$ cat src/sv/pti_fifo.sv
// Small synchronous queue with push/full and pop/empty sides and a fill count.
// No dependencies.
`timescale 1ns / 1ps
`default_nettype none
module pti_fifo #(
	parameter int WIDTH = 8,
	parameter int DEPTH = 4,
	localparam int ADDR_W = (DEPTH > 1) ? $clog2(DEPTH) : 1,
	localparam int CNT_W = $clog2(DEPTH + 1)
) (
	input  wire logic             clk,
	input  wire logic             arst_n,
	input  wire logic             push,
	input  wire logic [WIDTH-1:0] wdata,
	input  wire logic             pop,
	output logic      [WIDTH-1:0] rdata,
	output logic                  full,
	output logic                  empty,
	output logic      [CNT_W-1:0] count
);

	logic [WIDTH-1:0]  slots_q [DEPTH];
	logic [ADDR_W-1:0] wr_ptr_q, rd_ptr_q;
	logic [CNT_W-1:0]  count_q;
	logic              do_push, do_pop;

	assign full    = (count_q == CNT_W'(DEPTH));
	assign empty   = (count_q == '0);
	assign count   = count_q;
	assign do_push = push && !full;
	assign do_pop  = pop && !empty;
	assign rdata   = slots_q[rd_ptr_q];

	always_ff @(posedge clk or negedge arst_n) begin
		if (!arst_n) begin
			wr_ptr_q <= '0;
			rd_ptr_q <= '0;
			count_q  <= '0;
		end else begin
			if (do_push) begin
				wr_ptr_q <= (wr_ptr_q == ADDR_W'(DEPTH - 1)) ? '0 : wr_ptr_q + 1'b1;
			end
			if (do_pop) begin
				rd_ptr_q <= (rd_ptr_q == ADDR_W'(DEPTH - 1)) ? '0 : rd_ptr_q + 1'b1;
			end
			if (do_push && !do_pop) begin
				count_q <= count_q + 1'b1;
			end else if (do_pop && !do_push) begin
				count_q <= count_q - 1'b1;
			end
		end
	end

	always_ff @(posedge clk) begin
		if (do_push) begin
			slots_q[wr_ptr_q] <= wdata;
		end
	end

endmodule
`default_nettype wire

$ cat config.mk
export PLATFORM = sky130hd
export DESIGN_NAME = pti_fifo
export DESIGN_NICKNAME = d
export VERILOG_FILES = /design/src/sv/pti_fifo.sv
export SDC_FILE = /design/constraint.sdc
export NUM_CORES = 1
export LEC_CHECK = 0
export ABC_CLOCK_PERIOD_IN_PS = 1890
export BUFFER_PORTS_ARGS = -buffer_cell sky130_fd_sc_hd__buf_2
export CAP_MARGIN = 10
export CELL_PAD_IN_SITES_DETAIL_PLACEMENT = 1
export CELL_PAD_IN_SITES_GLOBAL_PLACEMENT = 2
export CORE_UTILIZATION = 36
export CTS_CLUSTER_SIZE = 25
export DETAILED_ROUTE_END_ITERATION = 16
export HOLD_SLACK_MARGIN = 0.12
export PLACE_DENSITY = 0.83
export SYNTH_ARGS = -nofsm -noshare
export SYNTH_HDL_FRONTEND = slang
export SYNTH_SLANG_ARGS = --single-unit
$ cat constraint.sdc
create_clock -name clk -period 1.89 [get_ports clk]
set_input_delay 0.0945 -clock clk [delete_from_list [all_inputs] [get_ports clk]]
set_output_delay 0.0945 -clock clk [all_outputs]
set_load 0.05 [all_outputs]
### Word level (Yosys, flattened, before mapping)

Memory sizes are Yosys's and may differ from the RTL's.
Cells that the tools add are included.

| word-level totals | value |
|---|---|
| bits in writable memories | 32 |
| input bits | 12 |
| memories kept | 1 |
| output and inout port bits | 13 |
| register bits after elaboration | 7 |

Memories:

| memory | depth | bits a word | rd ports | clocked after memory_dff | write ports | line | source |
|---|---|---|---|---|---|---|---|
| slots_q | 4 | 8 | 1 | 0 | 1 | 22 | `logic [WIDTH-1:0] slots_q [DEPTH];` |

| cells by class | value |
|---|---|
| reduce and logical (&&, ||, !) cells | 10 |
| add/subtract/negate cells | 4 |
| equal/unequal tests | 3 |
| mux-type cells | 6 |

Operators by type and width:

| kind | count |
|---|---|
| two-way mux 3 bit | 2 |
| adder 2 x 1 -> 2 bit (second input constant) | 2 |
| equality test 2 bit (second input constant) | 2 |
| logical AND 1 bit | 4 |
| logical NOT 1 bit | 4 |
| two-way mux 2 bit | 2 |
| adder 3 x 1 -> 3 bit (second input constant) | 1 |
| equality test 3 bit (second input constant) | 1 |
| logical NOT 3 bit | 1 |
| subtractor 3 x 1 -> 3 bit (second input constant) | 1 |
| two-way mux 1 bit | 2 |
| nonzero test 2 bit | 1 |

### Logic depth before layout (Yosys ltp)

Gate-level depths: netlist of run 1.

| depth | value |
|---|---|
| depth after elaboration | 7 |
| depth in mapped cells | 8 |

### Worst setup path before layout of run 1

No wires, ideal clock.

| path | value |
|---|---|
| kind | reg2reg |
| start | reg count_q[0] (netlist: count[0]) |
| end | reg count_q[2] (netlist: count[2]) |
| arrival | 3.181 ns |
| stages on the path, launching flop included | 9 |
| setup slack | -1.373 ns |
| period minus slack after synthesis | 3.263 ns |
| cells stage by stage | dfrtp_1 > nor3_1 > nand2b_4 > ha_1 > inv_1 > fa_1 > xor2_1 > nor2_1 > xor2_1 |

| between the ends | value |
|---|---|
| word-level cells in the longest chain between the ends | 6 |
| elaborated cells on any way between the ends | 15 |
| classes of those cells | add/sub: 2; eq/ne: 1; mux: 2; reduce/logical: 10 |

RTL lines:

| element | line | source |
|---|---|---|
| start, declared | 24 | `logic [CNT_W-1:0] count_q;` |
| start signal, assigned | 47 | `count_q <= count_q + 1'b1;` |
| start signal, assigned | 49 | `count_q <= count_q - 1'b1;` |
| logical NOT 3 bit * | 28 | `assign empty = (count_q == '0);` |
| net empty | 18 | `output logic empty,` |
| logical NOT 1 bit * | 31 | `assign do_pop = pop && !empty;` |
| logical AND 1 bit * | 31 |  |
| logical NOT 1 bit | 46 | `if (do_push && !do_pop) begin` |
| logical AND 1 bit | 46 |  |
| two-way mux 3 bit or nonzero test 2 bit (tied branches) | - |  |

Mark *: on every way through the listed nets, which the timed path passes. The rest lies on a longest branch. The select of a mux whose other input is x is not followed.
A chain may end at the register's enable or synchronous reset.

### Worst setup path after layout of run 1

| path | value |
|---|---|
| start | reg count_q[1] (netlist: count[1]) |
| end | reg count_q[1] (netlist: count[1]) |

| between the ends | value |
|---|---|
| word-level cells in the longest chain between the ends | 6 |
| elaborated cells on any way between the ends | 15 |
| classes of those cells | add/sub: 2; eq/ne: 1; mux: 2; reduce/logical: 10 |

RTL lines:

| element | line | source |
|---|---|---|
| equality test 3 bit * | 27 | `assign full = (count_q == CNT_W'(DEPTH));` |
| logical NOT 1 bit * | 30 | `assign do_push = push && !full;` |
| logical AND 1 bit * | 30 |  |
| net do_push | 25 | `logic do_push, do_pop;` |
| logical NOT 1 bit | 48 | `end else if (do_pop && !do_push) begin` |
| logical AND 1 bit | 48 |  |
| nonzero test 2 bit (no line) | - |  |

Marked as above.

==> reports/results.tsv, run 1 <==
metric	value	unit
dieArea	4770	µm²
die_width	69.0	µm
start_kind	flip-flop	
synth_most_common_cell	edfxtp_1	
async_reset_ff_share	17.9	%
tns	0	ps
cellPowerDensity	1830	nW/µm²
rows	24	
yosysUniqueCellTypes	19	
synth_top_cell_by_area	edfxtp_1	
synthCells	79	
antenna_found_initial	0	
cts_buffer_depth	2	
cts.htree.levels	2	
cts_tree	built	
io_pins	25	
worstPathMaxFanout	5	
cp-startpoint	count[1]	
gr-usage-all-layers	13.8	%
layout_setup_ws	15.3	ps
wirelength	3020	µm
vdd_drop_max	0.00120	V
post-route-util	49.2	%
reg2regPathDepth	6	
min-delay-path-class	input port to async pin	
ys.flop_type	edfxtp_1	
postRouteAntennaNets	0	
hold_violations	0	
grtUsageMet3	4.68	%
clock-root-buffer	clkbuf_8	
cpPeakStageDelay	520	ps
period_share	99.2	%
avgSynthCellArea	20.5	µm²
reg2reg_from	count[1]	
drt_iter0_drc	27	
tightestPinTransition	791	ps
vias	859	
period_minus_slack	1870	ps
use_met2	25.1	%
crit_path_cell_trace	nor3b_4 -> nor2b_4 -> ha_4 -> inv_2 -> fa_2 -> mux2_4	
firstDrtPassIters	4	
slew_viol_final	0	
ys_seq_elements	39	
synth_commonest_cells	edfxtp_1 (32), mux4_2 (8), dfrtp_1 (7)	
synth_edf_count	32	
cts_sinks	39	
synth_area	1620	µm²
port_buffers	24	
drcViolationCount	0	
yosys_warnings	0	
crit_path_end	count[1]	
synth_top_area_share	59.4	%
slew-limit-headroom	47.1	%
finalSetupViolCount	0	
start_util	37.4	%
rsz0062_at_grt	true	
fin_worst_skew	11.5	ps
yosysSeqAreaShare	70.2	%
grt_overflow_total	0	
coreArea	4320	µm²
end_kind	flip-flop	
die_height	69.0	µm
grt-busiest-layer	met2	
num_antenna_cells	0	
pre_cts_ws	-67.6	ps
synth_nets	98	
critPathArrivalTime	2050	ps
required	2070	ps
grt_max_degree	13	
clock_latency	290	ps
grt_use_met1	15.7	%
dp_hpwl	2140	µm
grt_pass1_wl	4930	µm
outcome	completed	
critPathSlowestCell	dfrtp_4	
grt_pass1_vias	968	
p_leak	0.000833	µW
layout.nets	146	
final_layout_size_suffix_gt1_share	50.8	%
post_drt_wl_per_cell	16.8	µm
clock.fmax	0.533	GHz
rrSetupSlack	20	ps
clk_pin_slew	80	ps
crit_type	flip-flop to flip-flop	
yosys-top-cells-area	edfxtp_1 (59%), mux4_2 (11%), dfrtp_1 (11%)	
numCtsBuffers	5	
avgViaCountPerCell	4.77	
cap_violations	0	
regToRegEndpoint	count[1]	
area_growth	31.6	%
place_congestion	0.715	
[flip-flops by register name (all words and copies together), names as in the netlist]
register / cells
slots_q: 32
count: 3
rd_ptr_q: 2
wr_ptr_q: 2
[worst max-delay path, delay by kind of cell, from the launching register on]
family	cells	cell delay (ps)
adder cells (fa/ha/maj)	2	570
buffers and inverters	1	50
AND/OR/NAND/NOR	2	330
flip-flops	1	520
multiplexers	1	280
[kinds of logic (layout without fill, tap and decap cells)]
| logic type | after synthesis | count (layout) | share of synthesized area (%) |
|---|---|---|---|
| xor+xnor | 3 | 3 | 1.62 |
| fa+ha+maj | 7 | 7 | 5.88 |
| buf+inv | 5 | 54 | 1.24 |
| flops | 39 | 39 | 70.2 |
| mux | 13 | 13 | 15.5 |
| simple gates | 12 | 12 | 5.49 |
[routing by layer]
metal  wire, µm  share of wire (%)
met5          0                  0
met4         20               0.66
met3        136                4.5
met2       1670                 55
met1       1190                 39
[placed cells by master, fill, tap and decap left out, types with 2 or more instances in the layout]
master / netlist / final
mux2_4: 4 / 5
edfxtp_1: 32 / 32
xor2_1: 2 / 2
buf_2: 1 / 24
bufinv_16: 0 / 2
dfrtp_2: 0 / 3
and2_1: 3 / 3
dfrtp_1: 7 / 3
nor2_1: 4 / 4
ha_1: 6 / 5
inv_1: 3 / 2
mux4_2: 8 / 8
buf_4: 0 / 10
clkbuf_8: 0 / 5
dlygate4sd3_1: 0 / 9
[final cells by class]
class / count / area (µm²)
clock inverter: 2 / 60.1
multi-input combinational: 35 / 492
timing repair buffer: 43 / 285
sequential: 39 / 1140
fill: 440 / 2190
clock buffer: 6 / 72.6
inverter: 3 / 11.3
tap: 52 / 65.1
[repair_timing]
action                     in CTS  in global routing
pin swaps                       2                  1
setup endpoints to repair       9                  2
hold endpoints to repair       39                  0
hold buffers                    9                  0
resized for setup               1                  1
buffers inserted                2                  3
[stage by stage]
| step | instance area [µm²] | hold WS [ps] | cells | total power (µW) |
|---|---|---|---|---|
| 2_1_floorplan | 1650 | -201 | 79 | 2630 |
| 3_3_place_gp | 1860 | -60.8 | 158 | 2940 |
| 3_5_place_dp | 1860 | -54.2 | 158 | 3040 |
| 4_1_cts | 2100 | 164 | 177 | 3890 |
| 5_1_grt | 2130 | 172 | 180 | 4080 |
| 6_report | 2130 | 169 | 180 | 3890 |
[worst min path at each step]
stage,startpoint,to,cells after the start
final,arst_n,count[1],2
after CTS,arst_n,count[1],2
after global placement,arst_n,count[1],1
after detailed placement,arst_n,count[1],1
after floorplan,arst_n,count[0],0
after global routing,arst_n,count[1],2
[power breakdown]
part           switching [µW]  internal [µW]
registers                 238           1180
clock network             281            528
logic                     983            680
(Power assumes the default switching activity.)
==> inputs of run 2 (changes only) <==
ABC_CLOCK_PERIOD_IN_PS = 2100   (was 1890)
PLACE_DENSITY = 0.81   (was 0.83)
clock period = 2.1 ns   (was 1.89 ns; I/O delays follow)
==> run 2 against run 1 <==
Net effect: register-to-register slack improved by 130 ps; setup slack better by 130 ps; first-iteration DRC count rose by 81%; total power decreased by 16%; routed wire length decreased by 5.2%; cell area is 4.6% lower; global-route usage is 0.64 points lower; count of clock-buffer cells in the layout is 1 lower; die area did not move; via count fell by 5.2%; critical path type is now flip-flop to output pin; largest cell class unchanged.
==> reports/results.tsv, run 2 (same netlist as run 1, synthesis figures left out) <==
metric	value	unit	change
coreArea	4320	µm²	unchanged
fin_worst_skew	4.78	ps	-6.70 ps
avgViaCountPerCell	4.76		-0.25%
grt_overflow_total	0		unchanged
place_congestion	0.719		+0.62%
end_kind	output pin		
slew_viol_final	0		unchanged
cts_sinks	39		unchanged
vias	814		-5.2%
layout.nets	137		-6.2%
post_drt_wl_per_cell	16.8	µm	-0.17%
drt_iter0_drc	49		+81%
required	2000	ps	-70 ps
outcome	completed		
clock-root-buffer	clkbuf_8		
wirelength	2870	µm	-5.2%
top_register	slots_q		
start_kind	flip-flop		
die_width	69.0	µm	unchanged
drcViolationCount	0		unchanged
final_layout_size_suffix_gt1_share	46.2	%	-4.6 points
num_antenna_cells	0		unchanged
path_delay_family	flip-flops		
slew-limit-headroom	58.1	%	+11 points
layout_commonest_cell	edfxtp_1		
cap_violations	0		unchanged
cts.htree.levels	2		unchanged
cellPowerDensity	1600	nW/µm²	-12%
period_share	93.0	%	
dp_hpwl	1980	µm	-7.4%
dieArea	4770	µm²	unchanged
p_leak	0.000775	µW	-6.9%
clock_latency	290	ps	about the same
reg2regPathDepth	8		+2
critPathSlowestCell	dfrtp_1		
area_growth	25.6	%	
rrSetupSlack	150	ps	+130 ps
grt_pass1_wl	4570	µm	-7.3%
start_util	37.4	%	unchanged
period_minus_slack	1950	ps	
worstPathMaxFanout	11		+6
postRouteAntennaNets	0		unchanged
numCtsBuffers	5		unchanged
antenna_found_initial	0		unchanged
dp.cells	154		-2.5%
gr-usage-all-layers	13.2	%	-0.64 points
die_height	69.0	µm	unchanged
io_pins	25		unchanged
regToRegEndpoint	count[2]		
firstDrtPassIters	3		-1
pre_cts_ws	127	ps	+195 ps
tightestPinTransition	629	ps	-162 ps
fin_hold_ws	191	ps	+22.0 ps
post_cts_buffers	0		-2
grt_max_degree	13		unchanged
reg2reg_from	count[1]		
largest_register_ffs	32		unchanged
grt_pass1_vias	938		-3.1%
final_cells	171		-5.0%
crit_buf_inv	1		unchanged
final_cell_mix	edfxtp_1 (32), buf_2 (24), dlygate4sd3_1 (9)		
design_area	2030	µm²	-4.6%
crit_path_cell_trace	mux4_2 -> buf_2		
cts_buffer_depth	2		unchanged
clk_pin_slew	80	ps	about the same
rsz0062_at_grt	false		
cpPeakStageDelay	750	ps	+230 ps
min-delay-path-class	input port to async pin		
cts_resized	0		-1
critPathArrivalTime	1850	ps	-200 ps
hold_violations	0		unchanged
port_buffers	24		unchanged
routed.top_layer	met4		
cp-startpoint	rd_ptr_q[0]		
clock.fmax	0.512	GHz	
wirelength_met1	1240	µm	+3.7%
wl_met3	137	µm	+0.74%
cts_tree	built		
layout_setup_ws	148	ps	+133 ps
vdd_drop_max	0.000881	V	-26%
place_area	1830	µm²	-1.6%
finalSetupViolCount	0		unchanged
wl_met2	1460	µm	-13%
crit_type	flip-flop to output pin		
rows	24		unchanged
## run 2: cell types whose count changed in the layout (fill, tap and decap cells not counted), sizes merged
cell    delta
buf        -9
clkinv     +2
bufinv     -1
clkbuf     -1
## run 2: worst max path at each step
stage	endpoint	slack, ps	cells after the start
4_1_cts	rdata[7]	80	2
3_3_place_gp	count[1]	200	6
3_5_place_dp	count[2]	130	8
6_report	rdata[7]	150	2
2_1_floorplan	count[1]	-240	6
5_1_grt	rdata[7]	10	2
## run 2: layout make-up
type,count,area [µm²]
repair buffers,34,218
fillers,436,2290
flip-flops and latches,39,1140
clock inverters,3,38.8
inverters,3,11.3
well taps,52,65.1
multi-input cells,35,488
clock buffers,5,68.8
## run 2: per-layer routing
layer	vias to the layer above	GRT usage (%)
met3	5	3.36
met4	0	6.80
met1	407	15.2
met2	25	22.5
met5	-	0
li1	377	-
## run 2: report_power, final
group	switching, µW	internal, µW	leakage, µW
Sequential	227	1060	0.000373
Clock	255	348	0.0000556
Combinational	838	528	0.000347
## run 2: through the flow
stage,power [µW],setup TNS [ps],util [%]
2_1_floorplan,2360,-479,-
3_3_place_gp,2620,0,42.4
3_5_place_dp,2680,0,42.4
4_1_cts,3310,0,47.0
5_1_grt,3420,0,47.0
6_report,3250,0,47.0
## run 2: repair_timing
item | in CTS | in global routing
hold buffers | 9 | 0
setup endpoints to repair | 0 | 0
hold endpoints to repair | 39 | 0
==> inputs of run 3 (changes only) <==
CORE_UTILIZATION = 41   (was 36)
PLACE_DENSITY = 0.89   (was 0.81)
==> run 3 against run 2 <==
Net effect: core utilization grew 7.5 points; setup slack got worse by 11 ps; critical path depth did not move; total power rose by 0.50%; sequential power about the same; final cell count decreased by 2.9%; first-iteration DRC count fell by 35%; largest cell class unchanged.
==> reports/results.tsv, run 3 (same netlist as run 1, synthesis figures left out) <==
metric	value	unit	change
end_kind	output pin		
p_leak	0.000773	µW	-0.36%
switchingPower	1340	µW	+1.2%
die_height	64.8	µm	-6.1%
outcome	completed		
layout_setup_ws	137	ps	-11.2 ps
reg2reg_from	count[1]		
clk_pin_slew	80	ps	about the same
period_share	93.5	%	+0.53 points
final_cells	166		-2.9%
post_drt_wl_per_cell	16.8	µm	+0.14%
port_buffers	24		unchanged
numCtsBuffers	5		unchanged
clock-root-buffer	clkbuf_8		
place_congestion	0.720		about the same
drcViolationCount	0		unchanged
finalPower	3270	µW	+0.50%
p_seq_share	39.0	%	-0.5 points
avgViaCountPerCell	4.94		+3.8%
vdd_drop_max	0.000629	V	-29%
slew_viol_final	0		unchanged
crit_path_cell_trace	mux4_2 -> buf_2		
grt_overflow_total	0		unchanged
clock_latency	290	ps	about the same
dp_hpwl	1800	µm	-9.0%
area_growth	25.1	%	
multi_input_area	488	µm²	unchanged
fill_cells	352		-19%
top_register	slots_q		
largest_register_ffs	32		unchanged
critPathSlowestCell	dfrtp_1		
rsz0062_at_grt	false		
start_kind	flip-flop		
coreArea	3720	µm²	-14%
path_depth	2		unchanged
grt_max_degree	14		+1
final_layout_size_suffix_gt1_share	46.6	%	+0.39 points
worstPathMaxFanout	11		unchanged
critPathArrivalTime	1860	ps	about the same
rrSetupSlack	160	ps	about the same
cellPowerDensity	1620	nW/µm²	+0.87%
final_cell_mix	edfxtp_1 (32), buf_2 (24), dlygate4sd3_1 (9)		
grt_pass1_wl	4380	µm	-4.2%
combPwrFrac	42.0	%	about the same
slew-limit-headroom	41.4	%	-17 points
start_util	43.5	%	+6.1 points
dieArea	4200	µm²	-12%
gr-usage-all-layers	15.3	%	+2.1 points
cts_tree	built		
min-delay-path-class	input port to async pin		
drt_iter0_drc	32		-35%
pre_cts_ws	169	ps	+42.5 ps
path_delay_family	flip-flops		
fin_hold_ws	172	ps	-18.6 ps
tns	0	ps	unchanged
cap_violations	0		unchanged
rows	22		-8.3%
crit_type	flip-flop to output pin		
hold_violations	0		unchanged
regToRegEndpoint	count[2]		
finalSetupViolCount	0		unchanged
required	2000	ps	about the same
final-seq-area	1140	µm²	unchanged
crit_path_end	rdata[7]		
swShare	40.8	%	+0.27 points
crit_buf_inv	1		unchanged
cpPeakStageDelay	740	ps	about the same
cts_sinks	39		unchanged
cts.htree.levels	2		unchanged
antenna_found_initial	0		unchanged
fin_worst_skew	9.78	ps	+5.00 ps
tightestPinTransition	875	ps	+246 ps
vias	820		+0.74%
num_antenna_cells	0		unchanged
die_width	64.8	µm	-6.1%
period_minus_slack	1960	ps	+11.2 ps
layout.nets	136		-0.73%
io_pins	25		unchanged
cp-startpoint	rd_ptr_q[0]		
layout_commonest_cell	edfxtp_1		
clock.fmax	0.509	GHz	-0.57%
p_int	1930	µW	about the same
dp.cells	149		-3.2%
postRouteAntennaNets	0		unchanged
p_clk_share	19.0	%	+0.5 points
cts_buffer_depth	2		unchanged
wirelength	2790	µm	-2.8%
reg2regPathDepth	8		unchanged
grt_pass1_vias	916		-2.3%
firstDrtPassIters	4		+1
[run 3: changes by cell type in the layout (fill, tap and decap cells not counted)]
cell	change
clkinv_1	-1
clkinv_4	+1
buf_4	-1
[run 3: worst min-delay path by stage]
stage                   to  slack (ps)  depth (start not counted)  startpoint
3_5_place_dp   wr_ptr_q[0]         -50                          1      arst_n
2_1_floorplan     count[0]        -190                          0      arst_n
4_1_cts        wr_ptr_q[0]         170                          2      arst_n
5_1_grt        wr_ptr_q[0]         200                          2      arst_n
3_3_place_gp   wr_ptr_q[0]         -50                          1      arst_n
6_report       wr_ptr_q[0]         170                          2      arst_n
[run 3: worst reg2reg max path, stage by stage (launching register included)]
cell,delay [ps]
dfrtp_4,530
nor3_4,190
nand2b_4,190
ha_4,150
inv_2,40
fa_2,330
xor2_1,150
nor2_1,120
xor2_1,160
[run 3: power groups by stage]
stage / Sequential [µW] / Clock [µW] / Combinational [µW]
3_3_place_gp: 1280 / 0 / 1330
2_1_floorplan: 1290 / 0 / 1080
4_1_cts: 1290 / 628 / 1400
3_5_place_dp: 1300 / 0 / 1370
5_1_grt: 1310 / 653 / 1460
6_report: 1280 / 622 / 1370
[run 3: area by class of cell]
type / instances / share of cell area [%]
Inverter: 3 / 0.556
Timing Repair Buffer: 33 / 10.4
Sequential cell: 39 / 56.4
Tap cell: 48 / 2.97
Clock inverter: 3 / 2.16
Clock buffer: 5 / 3.40
Multi-Input combinational cell: 35 / 24.1
[run 3: repair_timing]
action | CTS | global route
setup buffers | 0 | 0
hold buffers | 9 | 0
endpoints found under the hold margin | 39 | 0
gates resized for setup | 0 | 0
[run 3: layer usage]
metal	track usage (%)	vias up	wire (µm)
li1	-	375	-
met1	16.0	421	1070
met2	28.9	21	1580
met3	4.23	3	104
met4	5.28	0	29
met5	0	-	0
[run 3: per-stage QoR]
stage | cell area [µm²] | util (%)
6_report | 2020 | 54.5
5_1_grt | 2020 | 54.5
4_1_cts | 2020 | 54.5
3_5_place_dp | 1820 | 49.0
3_3_place_gp | 1820 | 49.0
2_1_floorplan | 1650 | -
